--- src/rtl/core/lcc_pkg.sv ---
// Package: types, microcode word layout and step labels for the component-size unit.
package lcc_pkg;

  localparam int MAX_V = 1024;
  localparam int VW    = $clog2(MAX_V);
  localparam int SW    = $clog2(MAX_V) + 1;
  localparam int PC_W  = 4;

  typedef logic [VW-1:0]   vtx_t;
  typedef logic [SW-1:0]   cnt_t;
  typedef logic [PC_W-1:0] pc_t;

  // one word of the union-find store
  typedef struct packed {
    vtx_t parent;
    cnt_t sz;
  } entry_t;

  typedef enum logic [3:0] {
    C_NEVER,
    C_ALWAYS,
    C_NOT_FIRE,
    C_CMD,
    C_OOR,
    C_NOT_ROOT,
    C_SAME,
    C_OUT_BUSY,
    C_CLR_MORE
  } cond_e;

  typedef enum logic [3:0] {
    LD_NONE,
    LD_TAKE,
    LD_START,
    LD_FIND_A,
    LD_FIND_B,
    LD_BEST,
    LD_EMIT,
    LD_CLEAR
  } ld_e;

  typedef enum logic [1:0] {
    W_LINK,
    W_GROW,
    W_CLEAR
  } wsel_e;

  typedef struct packed {
    logic  accept;
    logic  mem_we;
    wsel_e wsel;
    ld_e   ld;
    cond_e cond;
    pc_t   target;
  } uword_t;

  // datapath status seen by the sequencer
  typedef struct packed {
    logic fire;
    logic cmd;
    logic oor;
    logic not_root;
    logic same;
    logic out_busy;
    logic clr_more;
  } flags_t;

  localparam pc_t ST_WAIT   = 4'd0;
  localparam pc_t ST_DISP   = 4'd1;
  localparam pc_t ST_RANGE  = 4'd2;
  localparam pc_t ST_RD_A   = 4'd3;
  localparam pc_t ST_CHK_A  = 4'd4;
  localparam pc_t ST_RD_B   = 4'd5;
  localparam pc_t ST_CHK_B  = 4'd6;
  localparam pc_t ST_LINK   = 4'd7;
  localparam pc_t ST_GROW   = 4'd8;
  localparam pc_t ST_EMIT   = 4'd9;
  localparam pc_t ST_CLEAR  = 4'd10;
  localparam pc_t ST_BACK   = 4'd11;

endpackage

--- src/rtl/core/lcc_seq.sv ---
// Microcode sequencer: step counter, control ROM and conditional jumps.
module lcc_seq import lcc_pkg::*; (
  input  logic   clk,
  input  logic   rst,
  input  flags_t flags,
  output uword_t uw,
  output logic   jump
);

  pc_t pc;
  pc_t pc_next;

  function automatic uword_t mk(logic acc, logic we, wsel_e ws, ld_e ld, cond_e c, pc_t tgt);
    uword_t w;
    w.accept = acc;
    w.mem_we = we;
    w.wsel   = ws;
    w.ld     = ld;
    w.cond   = c;
    w.target = tgt;
    return w;
  endfunction

  function automatic uword_t ucode_rom(pc_t p);
    uword_t w;
    unique case (p)
      ST_WAIT:  w = mk(1'b1, 1'b0, W_LINK,  LD_TAKE,   C_NOT_FIRE, ST_WAIT);
      ST_DISP:  w = mk(1'b0, 1'b0, W_LINK,  LD_NONE,   C_CMD,      ST_EMIT);
      ST_RANGE: w = mk(1'b0, 1'b0, W_LINK,  LD_START,  C_OOR,      ST_WAIT);
      ST_RD_A:  w = mk(1'b0, 1'b0, W_LINK,  LD_NONE,   C_NEVER,    ST_WAIT);
      ST_CHK_A: w = mk(1'b0, 1'b0, W_LINK,  LD_FIND_A, C_NOT_ROOT, ST_RD_A);
      ST_RD_B:  w = mk(1'b0, 1'b0, W_LINK,  LD_NONE,   C_NEVER,    ST_WAIT);
      ST_CHK_B: w = mk(1'b0, 1'b0, W_LINK,  LD_FIND_B, C_NOT_ROOT, ST_RD_B);
      ST_LINK:  w = mk(1'b0, 1'b1, W_LINK,  LD_NONE,   C_SAME,     ST_WAIT);
      ST_GROW:  w = mk(1'b0, 1'b1, W_GROW,  LD_BEST,   C_ALWAYS,   ST_WAIT);
      ST_EMIT:  w = mk(1'b0, 1'b0, W_LINK,  LD_EMIT,   C_OUT_BUSY, ST_EMIT);
      ST_CLEAR: w = mk(1'b0, 1'b1, W_CLEAR, LD_CLEAR,  C_CLR_MORE, ST_CLEAR);
      ST_BACK:  w = mk(1'b0, 1'b0, W_LINK,  LD_NONE,   C_ALWAYS,   ST_WAIT);
      default:  w = mk(1'b0, 1'b0, W_LINK,  LD_NONE,   C_ALWAYS,   ST_WAIT);
    endcase
    return w;
  endfunction

  assign uw = ucode_rom(pc);

  always_comb begin
    unique case (uw.cond)
      C_NEVER:    jump = 1'b0;
      C_ALWAYS:   jump = 1'b1;
      C_NOT_FIRE: jump = !flags.fire;
      C_CMD:      jump = flags.cmd;
      C_OOR:      jump = flags.oor;
      C_NOT_ROOT: jump = flags.not_root;
      C_SAME:     jump = flags.same;
      C_OUT_BUSY: jump = flags.out_busy;
      C_CLR_MORE: jump = flags.clr_more;
      default:    jump = 1'b1;
    endcase
  end

  assign pc_next = jump ? uw.target : pc + 1'b1;

  always_ff @(posedge clk) begin
    if (rst) begin
      pc <= ST_CLEAR;  // start with a clearing pass
    end else begin
      pc <= pc_next;
    end
  end

endmodule

--- config.mk ---
export PLATFORM = sky130hd
export DESIGN_NAME = lcc_seq
export DESIGN_NICKNAME = d
export VERILOG_FILES = /design/src/rtl/core/lcc_pkg.sv /design/src/rtl/core/lcc_seq.sv
export SDC_FILE = /design/constraint.sdc
export NUM_CORES = 1
export LEC_CHECK = 0
export BUFFER_PORTS_ARGS = -buffer_cell sky130_fd_sc_hd__buf_2
export CORE_MARGIN = 2
export CORE_UTILIZATION = 52
export DETAILED_ROUTE_END_ITERATION = 8
export PLACE_DENSITY = 0.76
export SLEW_MARGIN = 5
export SYNTH_ARGS = -nofsm -noshare
export SYNTH_HDL_FRONTEND = slang
export SYNTH_SLANG_ARGS = --single-unit
--- constraint.sdc ---
create_clock -name clk -period 3.55 [get_ports clk]
set_input_delay 0.355 -clock clk [delete_from_list [all_inputs] [get_ports clk]]
set_output_delay 0.355 -clock clk [all_outputs]
set_load 0.01 [all_outputs]
==> results of run 1 <==
## stage by stage
stage / total power, mW / hold slack, ns / setup slack, ns / cell area [um^2]
final: 1.281 / 0.3614 / 0.7452 / 1270
after global routing: 1.381 / 0.3460 / 0.6720 / 1270
after CTS: 1.274 / 0.3561 / 0.7764 / 1270
after detailed placement: 1.145 / 0.5409 / 0.8211 / 1234
after global placement: 1.122 / 0.5311 / 0.9098 / 1234
after floorplan: 0.9491 / 0.4241 / 0.9741 / 1111
## routing by layer
layer  part of all wire  GRT usage  wire length [um]  vias up
met5                  0          0                 0        -
met4              0.017    0.07870                46        0
met3              0.054    0.03571               144        9
met2               0.49     0.3816              1306       42
met1               0.44     0.2939              1154      511
li1                   -          -                 -      490
## sequential cells by signal, indices dropped and copies added (netlist names)
register  count
pc            4
uw           14
## Yosys cell counts (2+ instances only)
master,count,area (um^2)
dfxtp_1,18,360.4
inv_1,10,37.54
ha_1,7,87.58
nor2_1,4,15.01
a22o_1,3,26.28
a31oi_1,3,18.77
nand2_1,3,11.26
nand3_1,3,15.01
o21ai_0,3,15.01
o22ai_1,3,18.77
a21oi_1,2,10.01
and2_1,2,12.51
buf_4,2,15.01
mux2i_1,2,20.02
nand4_1,2,12.51
nor3_1,2,10.01
o21a_1,2,15.01
o221ai_1,2,17.52
o31ai_1,2,15.01
o31ai_2,2,25.02
o32ai_1,2,17.52
or3_1,2,12.51
## logic make-up (layout without fill, tap and decap cells)
| group | count (synthesis) | count (layout) |
|---|---|---|
| AOI/OAI and AO/OA | 39 | 39 |
| and+or+nand+nor | 32 | 32 |
| DFF | 18 | 18 |
| buffers and inverters | 15 | 39 |
| adders and majority gates | 7 | 7 |
| muxes | 2 | 2 |
| other | 1 | 1 |
| xor gates and xnor gates | 1 | 1 |
## area by class of cell
type                       instances  area [um^2]  share of cell area
multi-input combinational         82        678.2              0.5340
timing repair buffer              24        120.1             0.09458
tap                               27        33.78             0.02660
clock buffer                       4        36.28             0.02857
sequential                        18        360.3              0.2837
inverter                          11        41.29             0.03251
## worst register-to-register path, cell delays in order (launching register included)
cell     delay [ns]
dfxtp_1        0.47
mux2i_1        0.30
o21ai_2        0.18
or4_4          0.57
a21oi_4        0.28
inv_1          0.15
ha_1           0.22
or3_1          0.37
a32oi_1        0.20
## power groups by stage
stage | clock network (mW) | logic, mW | registers [mW]
finish | 0.122 | 0.771 | 0.388
detailed placement | 0 | 0.753 | 0.392
global placement | 0 | 0.738 | 0.384
CTS | 0.122 | 0.763 | 0.388
global route | 0.134 | 0.838 | 0.409
floorplan | 0 | 0.553 | 0.396
## worst max-delay path by stage
stage | cells past startpoint | slack, ns | start | end
3_5_place_dp | 8 | 0.82 | uw[4] | uw[4]
4_1_cts | 8 | 0.78 | uw[4] | uw[4]
5_1_grt | 8 | 0.67 | uw[4] | uw[4]
6_report | 8 | 0.75 | uw[4] | uw[4]
3_3_place_gp | 8 | 0.91 | uw[4] | uw[4]
2_1_floorplan | 8 | 0.97 | uw[4] | uw[4]
==> out/metrics.cfg, run 1 <==
[placed_design]
dp_hpwl_um = 2023
place_congestion = 0.8832
portBuffers = 24
place_inst = 162

[yosys]
synthCells = 115
avgSynthCellArea_um2 = 9.661
synth-simple-area-share = 0.1903
yosysWarnings = 0
synth_fa_ha_area_frac = 0.07883
synth_cell_type_count = 56
async_reset_ff_frac = 0
synth_edf_count = 0
yosysSeqAreaShare = 0.3243
muxShareOfSynthArea = 0.01802
ys_ff_latch = 18
synth_compound_area_frac = 0.3119
ys.flop_type = dfxtp_1
synth_top_family_by_area = compound AO/OA/AOI/OAI gates
synth_xor_area_frac = 0.007883
synth_fp_nets = 131
synth_area_mm2 = 0.001111

[finish]
fin_nets = 156
layout_common_cells = 24 x buf_2, 18 x dfxtp_1, 10 x inv_1
mostFrequentLayoutCell = buf_2
antenna_cells = 0
layout-drive-gt1-share = 0.3237
fillers = 183
finish.utilization = 0.6408
final_cells = 166
area_growth_pct = 14.30

[grt]
track_usage = 0.2275
grt_overflow = 0
grt_pass1_wl_um = 4353
grt_max_degree = 11
antenna_found_initial = 0
grt_pass1_vias = 964

[detailed_routing]
first_pass_iters = 4
vias = 1052
drcViolationCount = 0
first_iter_violations = 30
antenna_left = 0
post_drt_wl_per_cell_um = 15.97
vias_per_cell = 6.337
drt_wl_total_um = 2651

[critical_path]
critPathSlowestCell = or4_4
timing.rr.start = uw[4]
crit_fanout = 9
path_delay_family = simple AND/OR/NAND/NOR gates
r2r_slack_ns = 0.75
r2r_cells = 8
critPathBufInv = 1
criticalPathCategory = flop to flop
cp-start-kind = flop
crit_path_end_kind = flop
slowest_delay_ns = 0.57
arrival_ns = 3.03
cp_cell_sequence = mux2i_1, o21ai_2, or4_4, a21oi_4, inv_1, ha_1, or3_1, a32oi_1
r2r-end = uw[4]
critical_path_required_ns = 3.78

[floorplan]
rows = 16
dieHeight_um = 50.23
ios = 26
core_area_mm2 = 0.001982
start_util = 0.5606
die_x_um = 50.23
dieArea_mm2 = 0.002523

[hold_path]
min_path_type = input port to flop
holdPathEnd = pc[0]
hp-start = rst
holdPathStages = 2

[timing]
setup-violations-final = 0
period_minus_slack_ns = 2.805
rsz0062_at_grt = no
skew_ns = 0.01075
period_share = 0.7901
maxSlewViolCount = 0
max_freq_ghz = 0.3565
hold_viol = 0
tns_ns = 0

[clock_network]
insertion_delay_ns = 0.29
cts_sinks = 18
post_cts_resized = 0
root_buffer = clkbuf_4
hold_buffers = 0
cts_buffer_depth = 2
h-tree-depth = 1
cts_tree = built
numCtsBuffers = 3
clk_pin_slew_worst_paths_ns = 0.10
cts_setup_buffers = 0

[outcome]
status = completed

[pwr]
intPower_mw = 0.6870
switchingPower_mw = 0.5939
power.density_mw_per_mm2 = 1009
leakagePower_nw = 0.5249
swShare = 0.4637
seqPwrFrac = 0.303
vdd_ir_drop_max_mv = 0.6176
power_frac_comb = 0.602
clock_power_share = 0.095

[run]
drv_cap = 0

Power figures use the tool's default switching activity.
==> run 2, diff against run 1 <==
CORE_UTILIZATION = 47   (was 52)
PLACE_DENSITY = 0.72   (was 0.76)
clock period = 2.26 ns   (was 3.55 ns; I/O delays follow)
==> out/metrics.cfg, run 2 (same netlist as run 1, synthesis figures left out) <==
[outcome]
status = finished with violations
violations = setup timing

[floorplan]
core_area_mm2 = 0.002233
dieHeight_um = 52.62
start_util = 0.4975
ios = 26
dieArea_mm2 = 0.002769
die_x_um = 52.62
rows = 17

[pwr]
power.density_mw_per_mm2 = 1602
switchingPower_mw = 1.068
clock_power_share = 0.082
leakagePower_nw = 0.6231
swShare = 0.4460
seqPwrFrac = 0.268
intPower_mw = 1.326
power.total_mw = 2.394
power_frac_comb = 0.650
vdd_ir_drop_max_mv = 0.9517

[placed_design]
placed_area_mm2 = 0.001395
place_congestion = 0.9094
place_inst = 177
pre_cts_ws_ns = -0.03884
dp_hpwl_um = 2288
portBuffers = 24

[clock_network]
cts_tree = built
clk_pin_slew_worst_paths_ns = 0.10
numCtsBuffers = 3
cts_sinks = 18
cts_buffer_depth = 2
root_buffer = clkbuf_4
hold_buffers = 0
h-tree-depth = 1
insertion_delay_ns = 0.29

[critical_path]
arrival_ns = 2.53
crit_fanout = 5
critical_path_required_ns = 2.48
crit_path_end_kind = flop
cp-start-kind = flop
criticalPathCategory = flop to flop

[timing]
skew_ns = 0.002322
worstMarginPinSlew_ns = 0.5554
period_minus_slack_ns = 2.319
max_freq_ghz = 0.4313
setup_slack_ns = -0.05883
tns_ns = -0.08123
slew_headroom = 0.6266
hold_ws_ns = 0.2363
hold_viol = 0
period_share = 1.026
rsz0062_at_grt = yes
setup-violations-final = 2
maxSlewViolCount = 0

[finish]
fin_nets = 174
layout-drive-gt1-share = 0.4777
mostFrequentLayoutCell = buf_2
final_cells = 185
fillers = 187
antenna_cells = 0
layout_common_cells = 24 x buf_2, 17 x buf_4, 15 x dfxtp_1
area_growth_pct = 34.46
largest_reg_flops = 14
post-route-cell-area_mm2 = 0.001494
finish.utilization = 0.6689

[grt]
antenna_found_initial = 0
grt_pass1_wl_um = 4574
grt_max_degree = 11
grt_overflow = 0
track_usage = 0.2275
grt_pass1_vias = 1020

[detailed_routing]
antenna_left = 0
drcViolationCount = 0
post_drt_wl_per_cell_um = 16.88
drt_wl_total_um = 3122
first_pass_iters = 6
vias = 1100
vias_per_cell = 5.946
first_iter_violations = 61

[run]
drv_cap = 0

[hold_path]
min_path_type = input port to flop

[run 2: changes by cell type in the layout (fill, tap and decap cells not counted), moves of 2 or more]
cell | previous run | this run
inv_2 | 1 | 3
dfxtp_4 | 0 | 2
dfxtp_1 | 18 | 15
buf_4 | 0 | 17
inv_1 | 10 | 8
o31ai_4 | 0 | 2
[run 2: area by class of cell]
class / count / area, um^2 / area share
multi-input combinational: 82 / 753.2 / 0.5042
clock buffer: 4 / 36.28 / 0.02429
timing repair buffer: 42 / 259.0 / 0.1734
sequential: 18 / 369.1 / 0.2471
tap: 28 / 35.03 / 0.02345
inverter: 11 / 41.29 / 0.02764
[run 2: per-layer routing]
metal  wire (um)  track usage  vias up
li1            -            -      529
met1        1248       0.2827      509
met2        1676       0.3979       56
met3         177      0.03143        6
met4          21      0.07692        0
met5           0            0        -
[run 2: power by group through the flow]
stage	Combinational [mW]	Sequential (mW)	Clock, mW
after floorplan	0.902	0.651	0
after global placement	1.38	0.630	0
after detailed placement	1.41	0.641	0
after CTS	1.44	0.635	0.201
after global routing	1.67	0.660	0.209
final	1.56	0.642	0.196
[run 2: worst max-delay path, cell delays in order (launching register included)]
cell,delay (ns)
dfxtp_4,0.41
mux2i_4,0.27
o21ai_4,0.08
or4_4,0.55
a21oi_4,0.18
inv_2,0.07
ha_2,0.18
or3_1,0.33
a32oi_1,0.17
[run 2: worst paths after layout]
kind	slack, ns	endpoint	cells past startpoint	start
min reg2reg	0.56	pc[0]	2	uw[0]
max reg2reg	-0.06	uw[4]	8	uw[4]
min	0.24	pc[0]	2	rst
max	-0.06	uw[4]	8	uw[4]
[run 2: repair_timing]
item                       CTS  global route
hold endpoints to repair     0             0
setup endpoints to repair    4             8
gates resized for setup      2             6
pin swaps                    2             1
cloned                       0             0
setup buffers                1             3
